$ cat src/hw/rtl/kle_pkg.sv
// Package for the keystroke line editor: key codes, word types, cell control
// struct and controller state type. No dependencies.
`default_nettype none

package kle_pkg;

  localparam int unsigned CapacityDefault = 32;

  localparam logic [7:0] KeyLeft  = 8'h3C;
  localparam logic [7:0] KeyRight = 8'h3E;
  localparam logic [7:0] KeyDel   = 8'h2D;

  typedef struct packed {
    logic       command;
    logic [7:0] key;
  } key_word_t;

  typedef struct packed {
    logic [7:0] char_out;
    logic       is_newline;
    logic       overflowed;
  } result_word_t;

  typedef struct packed {
    logic push_l;
    logic pop_l;
    logic push_r;
    logic pop_r;
  } cell_ctrl_t;

  typedef enum logic [1:0] {
    StIdle,
    StMove,
    StEmit,
    StNewline
  } kle_state_e;

endpackage

`default_nettype wire

$ cat src/hw/rtl/keystroke_line_editor.sv
// Keystroke line editor: gap buffer as a chain of stack cells plus controller.
// A keystroke word is taken whenever busy is low and finishes in that cycle.
// At end of line busy is high through the move, emit and newline states;
// chars come one per cycle, newline word in the first cycle busy is low.
// Speed is set by the cell chain shifting one char per cycle.
// Reset (async, active low) empties the line and clears the overflow flag.
`default_nettype none

module keystroke_line_editor
  import kle_pkg::*;
#(
  parameter int unsigned Capacity = CapacityDefault
) (
  input  logic         clk_i,
  input  logic         rst_ni,
  input  logic         start,
  input  key_word_t    key_item_i,
  output logic         busy,
  output logic         result_valid_o,
  output result_word_t result_o
);

  localparam int unsigned CntW = $clog2(Capacity + 1);

  kle_state_e   state_q, state_d;
  logic [CntW-1:0] lcnt_q, lcnt_d, rcnt_q, rcnt_d;
  logic         ov_q, ov_d;
  logic         valid_q, valid_d;
  result_word_t res_q, res_d;
  cell_ctrl_t   ctrl;
  logic [7:0]   left_in, right_in;
  logic [7:0]   left_val [Capacity];
  logic [7:0]   right_val [Capacity];
  logic         accept;
  logic [CntW:0] total;

  assign accept = start && (state_q == StIdle);
  assign total  = {1'b0, lcnt_q} + {1'b0, rcnt_q};

  // next state
  always_comb begin
    state_d = state_q;
    case (state_q)
      StIdle: begin
        if (accept && key_item_i.command) state_d = StMove;
      end
      StMove: begin
        if (lcnt_q == '0) state_d = StEmit;
      end
      StEmit: begin
        if (rcnt_q == '0) state_d = StNewline;
      end
      StNewline: state_d = StIdle;
      default:   state_d = StIdle;
    endcase
  end

  // datapath control
  always_comb begin
    ctrl     = '0;
    left_in  = right_val[0];
    right_in = left_val[0];
    lcnt_d   = lcnt_q;
    rcnt_d   = rcnt_q;
    ov_d     = ov_q;
    valid_d  = 1'b0;
    res_d    = res_q;
    case (state_q)
      StIdle: begin
        if (accept && !key_item_i.command) begin
          if (key_item_i.key == KeyLeft) begin
            if (lcnt_q != '0 && rcnt_q < CntW'(Capacity)) begin
              ctrl.pop_l  = 1'b1;
              ctrl.push_r = 1'b1;
              lcnt_d      = lcnt_q - 1'b1;
              rcnt_d      = rcnt_q + 1'b1;
            end
          end else if (key_item_i.key == KeyRight) begin
            if (rcnt_q != '0 && lcnt_q < CntW'(Capacity)) begin
              ctrl.pop_r  = 1'b1;
              ctrl.push_l = 1'b1;
              lcnt_d      = lcnt_q + 1'b1;
              rcnt_d      = rcnt_q - 1'b1;
            end
          end else if (key_item_i.key == KeyDel) begin
            if (lcnt_q != '0) begin
              ctrl.pop_l = 1'b1;
              lcnt_d     = lcnt_q - 1'b1;
            end
          end else begin
            if (total < (CntW + 1)'(Capacity)) begin
              left_in     = key_item_i.key;
              ctrl.push_l = 1'b1;
              lcnt_d      = lcnt_q + 1'b1;
            end else begin
              ov_d = 1'b1;
            end
          end
        end
      end
      StMove: begin
        // move whole left stack onto the right one so popping gives line order
        if (lcnt_q != '0) begin
          ctrl.pop_l  = 1'b1;
          ctrl.push_r = 1'b1;
          lcnt_d      = lcnt_q - 1'b1;
          rcnt_d      = rcnt_q + 1'b1;
        end
      end
      StEmit: begin
        if (rcnt_q != '0) begin
          ctrl.pop_r = 1'b1;
          rcnt_d     = rcnt_q - 1'b1;
          valid_d    = 1'b1;
          res_d      = '{char_out: right_val[0], is_newline: 1'b0, overflowed: 1'b0};
        end
      end
      StNewline: begin
        valid_d = 1'b1;
        res_d   = '{char_out: 8'h00, is_newline: 1'b1, overflowed: ov_q};
        ov_d    = 1'b0;
        lcnt_d  = '0;
        rcnt_d  = '0;
      end
      default: ;
    endcase
  end

  always_ff @(posedge clk_i or negedge rst_ni) begin
    if (!rst_ni) begin
      state_q <= StIdle;
      lcnt_q  <= '0;
      rcnt_q  <= '0;
      ov_q    <= 1'b0;
      valid_q <= 1'b0;
    end else begin
      state_q <= state_d;
      lcnt_q  <= lcnt_d;
      rcnt_q  <= rcnt_d;
      ov_q    <= ov_d;
      valid_q <= valid_d;
    end
  end

  always_ff @(posedge clk_i) begin
    res_q <= res_d;
  end

  for (genvar i = 0; i < Capacity; i++) begin : g_cell
    logic [7:0] lp, ln, rp, rn;
    if (i == 0) begin : g_top
      assign lp = left_in;
      assign rp = right_in;
    end else begin : g_mid
      assign lp = left_val[i-1];
      assign rp = right_val[i-1];
    end
    if (i == Capacity - 1) begin : g_bot
      assign ln = left_val[i];
      assign rn = right_val[i];
    end else begin : g_up
      assign ln = left_val[i+1];
      assign rn = right_val[i+1];
    end
    kle_cell u_cell (
      .clk_i       (clk_i),
      .ctrl_i      (ctrl),
      .left_prev_i (lp),
      .left_next_i (ln),
      .right_prev_i(rp),
      .right_next_i(rn),
      .left_o      (left_val[i]),
      .right_o     (right_val[i])
    );
  end

  assign busy           = (state_q != StIdle);
  assign result_valid_o = valid_q;
  assign result_o       = res_q;

endmodule

`default_nettype wire

$ cat src/hw/rtl/kle_cell.sv
// One cell of the two-stack chain: holds one left-stack and one right-stack byte.
// Depends on kle_pkg (cell_ctrl_t).
`default_nettype none

module kle_cell
  import kle_pkg::*;
(
  input  logic       clk_i,
  input  cell_ctrl_t ctrl_i,
  input  logic [7:0] left_prev_i,
  input  logic [7:0] left_next_i,
  input  logic [7:0] right_prev_i,
  input  logic [7:0] right_next_i,
  output logic [7:0] left_o,
  output logic [7:0] right_o
);

  logic [7:0] left_q, left_d;
  logic [7:0] right_q, right_d;

  always_comb begin
    left_d = left_q;
    if (ctrl_i.push_l) begin
      left_d = left_prev_i;
    end else if (ctrl_i.pop_l) begin
      left_d = left_next_i;
    end
  end

  always_comb begin
    right_d = right_q;
    if (ctrl_i.push_r) begin
      right_d = right_prev_i;
    end else if (ctrl_i.pop_r) begin
      right_d = right_next_i;
    end
  end

  always_ff @(posedge clk_i) begin
    left_q  <= left_d;
    right_q <= right_d;
  end

  assign left_o  = left_q;
  assign right_o = right_q;

endmodule

`default_nettype wire

$ cat config.mk
export PLATFORM = sky130hd
export DESIGN_NAME = keystroke_line_editor
export DESIGN_NICKNAME = d
export VERILOG_FILES = /design/src/hw/rtl/kle_pkg.sv /design/src/hw/rtl/keystroke_line_editor.sv /design/src/hw/rtl/kle_cell.sv
export SDC_FILE = /design/constraint.sdc
export NUM_CORES = 1
export LEC_CHECK = 0
export ABC_AREA = 1
export ABC_CLOCK_PERIOD_IN_PS = 5340
export BUFFER_PORTS_ARGS = -buffer_cell sky130_fd_sc_hd__buf_2
export CAP_MARGIN = 15
export CORE_MARGIN = 2
export CORE_UTILIZATION = 53
export DETAILED_ROUTE_END_ITERATION = 6
export PLACE_DENSITY = 0.71
export SETUP_SLACK_MARGIN = 0.3
export SLEW_MARGIN = 20
export SYNTH_ARGS = -nofsm -noshare
export SYNTH_HDL_FRONTEND = slang
export SYNTH_HIERARCHICAL = 1
export SYNTH_SLANG_ARGS = --single-unit
$ cat constraint.sdc
create_clock -name clk_i -period 5.34 [get_ports clk_i]
set_input_delay 0.534 -clock clk_i [delete_from_list [all_inputs] [get_ports clk_i]]
set_output_delay 0.534 -clock clk_i [all_outputs]
set_load 0.1 [all_outputs]
==> metrics.cfg, run 1 <==
[route]
drt-total-wl_um=48500
via_count=16800
drcViolationCount=0
drtIter0Drc=1556
wl_per_cell_um=14.9
drt_pre_antenna_iters=5
vias_per_cell=5.16
drtAntennaViolNets=0

[pwr]
cellLeakagePower_nw=11.7
power.density_nw_per_um2=678
ir_drop_uv=677

[floorplan]
initial_core_util_pct=53.6
dieArea_um2=48600
ioPinCount=24
fp.dieW_um=220
placementRows=79
core_area_um2=46400
die_h_um=220

[timing]
whs_ns=0.321
hold_viol_final=0
period_share_pct=62.8
rsz0062_at_grt=no
slew_headroom_pct=33.0
fin_worst_skew_ns=0.0143
timing.final.crit_period_ns=3.36
setup_viol=0
clock.fmax_mhz=298
setup_tns_ns=0
layout_setup_ws_ns=1.98
worstMarginPinSlew_ns=1.01
final_max_slew_viol_count=0

[worst_setup_path]
crit_arrival_ns=3.62
crit_start=state_q[0]
slowest_delay_ns=0.67
cp_max_fo=186
crit_chain=inv_1 > ha_1 > nand3_1 > inv_1 > a31oi_1 > inv_8 > buf_12 > or2_1
crit_path_start_kind=register
worstPathRequired_ns=5.61
crit_type=reg -> reg
worstReg2RegStart=state_q[0]
crit_top_cell=inv_1
crit_path_end_kind=register
slowest_stage=inv_8

[synthesis]
synth_edf_count=522
yosysSeqAreaShare_pct=64.7
synth_ff_type=edfxtp_1
yosys_warnings=6
synth_cell_types=32
synth_seq_cells=538
synthesis.area_um2=24800
synth_fp_nets=2607
ys_async_sr_fraction_pct=2.97
syn_area_per_cell_um2=9.62
synth_top_area_cell=edfxtp_1
synth_top_area_share_pct=63.1
netlist_top_cells_area=edfxtp_1 63%, nand2_1 25%, buf_6 2.9%, dfrtp_1 1.6%, or2_1 1.6%
synth_cells=2582

[final_layout]
layout-drive-gt1-share_pct=7.52
n_fill_cell=3873
diodes=0
area_growth_pct=7.98
layout.nets=2629
final_util_pct=57.8

[clocking]
cts-root-buf=clkbuf_16
clockBufferDepth=3
clock_latency_ns=0.61
tritoncts=yes
clk_pin_slew_ns=0.06
numCtsBuffers=55
clock_sinks=538
h-tree-depth=2

[global_route]
grt_pass1_wl_um=80200
overflow=0
antenna_found_initial=0
first_global_vias=16400
track_usage_pct=20.4
grt_max_degree=187

[placement]
place.gp.congestion=0.923
dp_hpwl_um=33200
dpl_worst_slack_ns=1.96
io_buffers=23

[outcome]
status=completed

[min_path]
hold_start=key_item_i[3]
hp-class=in -> reg

[job]
maxCapViolCount=0

-- power by group --
group          switching [mW]  internal, mW  total, mW  leakage (nW)
Clock                    1.57          2.08       3.65         0.826
Sequential               1.13          7.90       9.02          5.14
Combinational            4.05          1.46       5.51          5.75
-- Yosys cell counts, drive strengths merged (7+ instances only) --
library cell and number:
buf 68, dfrtp 16, edfxtp 522, ha 13, inv 110, nand2 1655
nand3 39, nand4 7, nor2 45, o21ai 21, or2 64, xor2 11
-- area by class of cell --
cell class	instances	area (um^2)	area share, %
flip-flops and latches	538	16100	60.0
inverters	110	420	1.57
clock inverters	31	278	1.04
clock buffers	67	1420	5.30
multi-input cells	1865	7600	28.4
repair buffers	34	250	0.933
well taps	607	759	2.83
-- registers in the layout, summed over array words and instances (netlist names) --
signal / count
g_cell.u_cell/left_o: 256
g_cell.u_cell/right_o: 256
lcnt_q: 6
ov_q: 1
rcnt_q: 6
result_o: 10
result_valid_o: 1
state_q: 2
-- repair_timing --
action | 4_1_cts | 5_1_grt
hold endpoints to repair | 16 | 0
buffers inserted | 0 | 0
resized for setup | 0 | 0
hold buffers | 1 | 0
setup endpoints to repair | 0 | 0
-- critical path: cells and delay by family, from the launching register on --
kind            cells  cell delay [ns]
simple gates        2             0.60
buf+inv             4             1.31
compound gates      1             0.23
fa+ha+maj           1             0.38
flops               1             0.40
-- per-layer routing --
metal | global-route usage [%] | part of all wire [%] | routed length, um
met2 | 32.4 | 46 | 22300
met5 | 0 | 0 | 0
met4 | 5.39 | 2.0 | 962
met1 | 29.5 | 47 | 22800
met3 | 3.19 | 5.0 | 2400
-- path summary, 6_finish.rpt --
| check | to | slack, ns | cells after the start |
|---|---|---|---|
| min | g_cell[0].u_cell/left_o[3] | 0.32 | 5 |
| min reg2reg | ov_q | 0.52 | 2 |
| min in group asynchronous | result_valid_o | 0.37 | 2 |
| max | g_cell[13].u_cell/right_o[4] | 1.98 | 8 |
| max in group asynchronous | rcnt_q[5] | 4.70 | 2 |
| max reg2reg | g_cell[13].u_cell/right_o[4] | 1.98 | 8 |
-- metrics by stage --
step / total power [mW] / instance area [um^2] / instances
after floorplan: 13.0 / 24800 / 2582
after global placement: 14.3 / 25100 / 3153
after detailed placement: 14.5 / 25100 / 3153
after CTS: 18.3 / 26800 / 3252
after global routing: 19.4 / 26800 / 3252
final: 18.2 / 26800 / 3252
-- cell usage in the layout, fill, tap and decap left out, types with 2 or more instances in the layout --
cell type | netlist | final
a21oi_1 | 4 | 4
buf_12 | 0 | 4
buf_2 | 2 | 23
buf_4 | 1 | 6
bufinv_16 | 0 | 4
clkbuf_1 | 1 | 12
clkbuf_16 | 0 | 55
clkinv_1 | 0 | 17
clkinv_2 | 0 | 6
dfrtp_1 | 16 | 16
edfxtp_1 | 522 | 522
ha_1 | 13 | 13
inv_1 | 39 | 38
inv_2 | 71 | 71
inv_6 | 0 | 2
nand2_1 | 1649 | 1648
nand2_2 | 4 | 5
nand2_4 | 2 | 2
nand3_1 | 35 | 35
nand3_2 | 3 | 3
nand4_1 | 7 | 7
nor2_1 | 35 | 35
nor2_2 | 4 | 4
nor2_4 | 4 | 4
nor2_8 | 2 | 2
o21ai_0 | 10 | 8
o21ai_1 | 10 | 10
o21ai_2 | 1 | 2
or2_1 | 64 | 64
xor2_1 | 11 | 11
-- cell families after synthesis --
logic type / Yosys count / synth area share [%]
simple gates: 1810 / 28.8
fa+ha+maj: 13 / 0.655
xor+xnor: 12 / 0.423
mux: 1 / 0.0403
flops: 538 / 64.7
buf+inv: 179 / 4.70
compound gates: 29 / 0.660
(Power assumes the default switching activity.)
==> inputs of run 2 (changes only) <==
ABC_CLOCK_PERIOD_IN_PS = 3200   (was 5340)
PLACE_DENSITY = 0.69   (was 0.71)
clock period = 3.2 ns   (was 5.34 ns; I/O delays follow)
==> metrics.cfg, run 2 (synthesized netlist as in run 1, its figures left out) <==
[floorplan]
initial_core_util_pct=53.6
die_h_um=220
fp.dieW_um=220
dieArea_um2=48600
ioPinCount=24
core_area_um2=46400
placementRows=79

[pwr]
p_int_mw=19.1
cellLeakagePower_nw=11.9
switchingPower_mw=11.4
ir_drop_uv=1210
pwr-share-clk_pct=19.4
power.density_nw_per_um2=1130
seqPwrFrac_pct=49.6
p_sw_share_pct=37.4
p_comb_share_pct=31.0

[global_route]
grt_pass1_wl_um=81300
antenna_found_initial=0
first_global_vias=16400
grt_max_degree=82
track_usage_pct=20.8
overflow=0

[timing]
worstMarginPinSlew_ns=0.503
final_max_slew_viol_count=0
clock.fmax_mhz=364
layout_setup_ws_ns=0.455
fin_worst_skew_ns=0.0191
timing.final.crit_period_ns=2.75
period_share_pct=85.8
setup_tns_ns=0
rsz0062_at_grt=yes
slew_headroom_pct=66.7
setup_viol=0
hold_viol_final=0

[worst_setup_path]
slowest_delay_ns=0.39
worst_r2r_path_depth=9
cp_max_fo=36
critPathBufInv=4
crit_family=simple AND/OR/NAND/NOR gates
crit_type=reg -> reg
crit_arrival_ns=3.00
rrSetupSlack_ns=0.45
worstReg2RegStart=state_q[0]
crit_path_start_kind=register
slowest_stage=dfrtp_1
r2r_end=g_cell[20].u_cell/left_o[1]
crit_path_end_kind=register
crit_chain=inv_1 > ha_2 > nand3_1 > inv_1 > nand3_2 > o21ai_4 > buf_12 > buf_12 > or2_1
worstPathRequired_ns=3.46

[route]
via_count=17000
drt-total-wl_um=50400
wl_per_cell_um=15.3
drtIter0Drc=1435
vias_per_cell=5.17
drcViolationCount=0
drtAntennaViolNets=0
drt_pre_antenna_iters=6

[placement]
dp_hpwl_um=35400
dpl_worst_slack_ns=0.266
io_buffers=23
place.gp.congestion=0.873

[outcome]
status=completed

[clocking]
h-tree-depth=2
tritoncts=yes
postCtsSetupBuffers=0
clock_sinks=538
clk_pin_slew_ns=0.06
clock_latency_ns=0.61
numCtsBuffers=56
cts-root-buf=clkbuf_16
clockBufferDepth=3

[final_layout]
mostFrequentLayoutCell=nand2_1
area_growth_pct=9.23
layout.nets=2655
layout-drive-gt1-share_pct=8.67
n_fill_cell=3916
most-common-layout-cells=1649 x nand2_1, 522 x edfxtp_1, 71 x inv_2, 60 x or2_1, 58 x clkbuf_16
diodes=0

[job]
maxCapViolCount=0

[min_path]
hp-class=in -> async

[run 2: worst max path at each step]
stage / to / slack [ns] / depth (start not counted) / start
after global routing: g_cell[17].u_cell/left_o[7] / 0.26 / 9 / state_q[0]
final: g_cell[20].u_cell/left_o[1] / 0.45 / 9 / state_q[0]
after floorplan: g_cell[0].u_cell/right_o[0] / 0.31 / 9 / lcnt_q[0]
after detailed placement: g_cell[13].u_cell/left_o[0] / 0.27 / 12 / state_q[0]
after global placement: g_cell[13].u_cell/left_o[3] / 0.33 / 12 / state_q[0]
after CTS: g_cell[24].u_cell/right_o[7] / 0.33 / 9 / lcnt_q[1]
[run 2: area by class of cell]
type	count	area, um^2	area share, %
flip-flops and latches	538	16100	59.3
clock buffers	72	1480	5.46
clock inverters	31	171	0.632
repair buffers	59	592	2.18
inverters	110	420	1.55
well taps	607	759	2.80
multi-input cells	1865	7620	28.1
[run 2: worst register-to-register path, cell delays in order, from the launching register on]
cell and delay, ns:
dfrtp_1 0.39, inv_1 0.11, ha_2 0.31, nand3_1 0.22, inv_1 0.17, nand3_2 0.15
o21ai_4 0.17, buf_12 0.23, buf_12 0.23, or2_1 0.40
[run 2: timing repair]
action / in CTS / in global routing
gates resized for setup: 1 / 8
hold endpoints to repair: 16 / 0
setup endpoints to repair: 8 / 376
hold buffers: 1 / 0
gates cloned: 0 / 2
pin swaps: 0 / 0
[run 2: power groups by stage]
| stage | logic [mW] | registers [mW] | clock network, mW |
|---|---|---|---|
| after floorplan | 6.88 | 14.9 | 0 |
| after global routing | 10.8 | 15.5 | 6.34 |
| after global placement | 8.94 | 15.2 | 0 |
| after detailed placement | 9.37 | 15.2 | 0 |
| after CTS | 9.44 | 15.1 | 6.05 |
| final | 9.48 | 15.1 | 5.92 |
[run 2: through the flow]
stage	instance area, um^2	cells	hold slack [ns]	utilization [%]	total power, mW
final	27100	3282	0.170	58.5	30.5
after global routing	27100	3282	0.184	58.5	32.6
after CTS	27000	3280	0.131	58.3	30.6
after detailed placement	25400	3176	0.274	54.7	24.6
after global placement	25400	3176	0.276	54.7	24.1
after floorplan	24800	2582	0.0244	-	21.8
[run 2: routing by layer]
| metal | routed length [um] | up-vias | global-route usage (%) |
|---|---|---|---|
| li1 | - | 8404 | - |
| met2 | 22200 | 482 | 31.9 |
| met4 | 901 | 0 | 4.83 |
| met5 | 0 | - | 0 |
| met1 | 24000 | 7993 | 31.1 |
| met3 | 3230 | 74 | 3.93 |
==> inputs of run 3 (changes only) <==
CORE_MARGIN = default   (was 2)
CORE_UTILIZATION = 40   (was 53)
PLACE_DENSITY = default   (was 0.69)
==> metrics.cfg, run 3 (synthesized netlist as in run 1, its figures left out) <==
[outcome]
status=completed

[final_layout]
n_fill_cell=5779
mostFrequentLayoutCell=nand2_1
area_growth_pct=10.8
multiInputGateArea_um2=7600
register_area_um2=16100
final_util_pct=45.2
diodes=0
layout.nets=2657
layout-drive-gt1-share_pct=8.82
most-common-layout-cells=1649 x nand2_1, 522 x edfxtp_1, 71 x inv_2, 64 x or2_1, 58 x clkbuf_16

[pwr]
seqPwrFrac_pct=48.6
power_mw=31.2
p_sw_share_pct=36.8
p_int_mw=19.7
pwr-share-clk_pct=21.1
power.density_nw_per_um2=1130
switchingPower_mw=11.5
cellLeakagePower_nw=12.0
p_comb_share_pct=30.3
ir_drop_uv=669

[timing]
period_share_pct=86.2
setup_tns_ns=0
slew_headroom_pct=57.8
hold_viol_final=0
fin_worst_skew_ns=0.0158
final_max_slew_viol_count=0
layout_setup_ws_ns=0.441
setup_viol=0
worstMarginPinSlew_ns=0.628
timing.final.crit_period_ns=2.76
clock.fmax_mhz=362
rsz0062_at_grt=yes

[worst_setup_path]
crit_top_cell=nand2_1
slowest_delay_ns=0.42
cp_max_fo=62
crit_path_end_kind=register
crit_family=buffers and inverters
worstReg2RegStart=lcnt_q[0]
worstPathRequired_ns=3.54
critPathBufInv=7
rrSetupSlack_ns=0.44
crit_start=lcnt_q[0]
crit_chain=inv_1 > ha_1 > nand3_4 > nand2_1 > inv_1 > a31oi_1 > buf_4 > inv_8 > buf_16 > buf_4 > inv_2 > nand2_1 > nand2_1
crit_arrival_ns=3.10
crit_type=reg -> reg
worst_r2r_path_depth=13
r2r_end=g_cell[5].u_cell/right_o[0]
crit_path_start_kind=register
slowest_stage=dfrtp_2

[placement]
io_buffers=23
place.gp.congestion=0.852
dpl_worst_slack_ns=0.404
dp_hpwl_um=36400

[global_route]
track_usage_pct=16.3
grt_max_degree=66
grt_pass1_wl_um=83000
overflow=0
first_global_vias=16300
antenna_found_initial=0

[route]
wl_per_cell_um=14.7
met3WireLength_um=2670
drt-total-wl_um=50700
top_layer=met4
vias_per_cell=4.82
wl_met2_um=22600
met1Wirelength_um=24300
via_count=16700
drcViolationCount=0
drtIter0Drc=1377
drt_pre_antenna_iters=6
drtAntennaViolNets=0

[min_path]
hold_depth=5
holdPathEnd=g_cell[0].u_cell/left_o[2]
hp-class=in -> reg
hold_start=key_item_i[2]

[clocking]
tritoncts=yes
clock_sinks=538
clk_pin_slew_ns=0.06
numCtsBuffers=57
clock_latency_ns=0.60
h-tree-depth=2
clockBufferDepth=3
cts-root-buf=clkbuf_16

[floorplan]
initial_core_util_pct=40.8
core_area_um2=60800
ioPinCount=24
fp.dieW_um=251
die_h_um=251
dieArea_um2=63100
placementRows=90

[job]
maxCapViolCount=0

run 3: tightest hold or removal path, delay by kind of cell:
| family | cells | cell delay [ns] |
|---|---|---|
| AOI/OAI and AO/OA | 1 | 0.07 |
| buffers and inverters | 1 | 0.10 |
| and+or+nand+nor | 3 | 0.15 |
run 3: routing by layer:
metal / track usage [%] / vias up
met5: 0 / -
met4: 4.69 / 0
met3: 2.38 / 84
met2: 25.4 / 405
met1: 23.6 / 7781
li1: - / 8396
run 3: final cells by class:
cell class	instances	share of cell area, %
clock buffer	66	5.31
inverter	110	1.53
multi-input combinational	1865	27.6
tap	782	3.56
clock inverter	38	1.45
sequential	538	58.5
timing repair buffer	60	2.05
run 3: power by group through the flow:
stage / clock (mW) / combinational [mW] / sequential [mW]
3_5_place_dp: 0 / 9.41 / 15.2
2_1_floorplan: 0 / 6.88 / 14.9
5_1_grt: 7.01 / 10.8 / 15.5
4_1_cts: 6.73 / 9.44 / 15.2
3_3_place_gp: 0 / 9.07 / 15.2
6_report: 6.58 / 9.46 / 15.1
run 3: repair_timing:
action	4_1_cts	5_1_grt
gates resized for setup	0	5
hold buffers	1	0
hold endpoints to repair	16	0
setup endpoints to repair	0	561
setup buffers	0	1
run 3: worst max-delay path by stage:
stage                                               to  slack (ns)  cells after the start
after global placement    g_cell[24].u_cell/right_o[6]        0.39                     13
after floorplan            g_cell[0].u_cell/right_o[0]        0.31                      9
after global routing      g_cell[10].u_cell/right_o[6]        0.27                     13
after CTS                 g_cell[24].u_cell/right_o[6]        0.41                     13
final                      g_cell[5].u_cell/right_o[0]        0.44                     13
after detailed placement  g_cell[24].u_cell/right_o[6]        0.40                     13
run 3: per-stage QoR:
stage	hold slack (ns)	cell area, um^2	cells
3_3_place_gp	0.282	25600	3352
2_1_floorplan	0.0244	24800	2582
5_1_grt	0.157	27500	3459
4_1_cts	0.118	27400	3457
3_5_place_dp	0.283	25600	3352
6_report	0.163	27500	3459
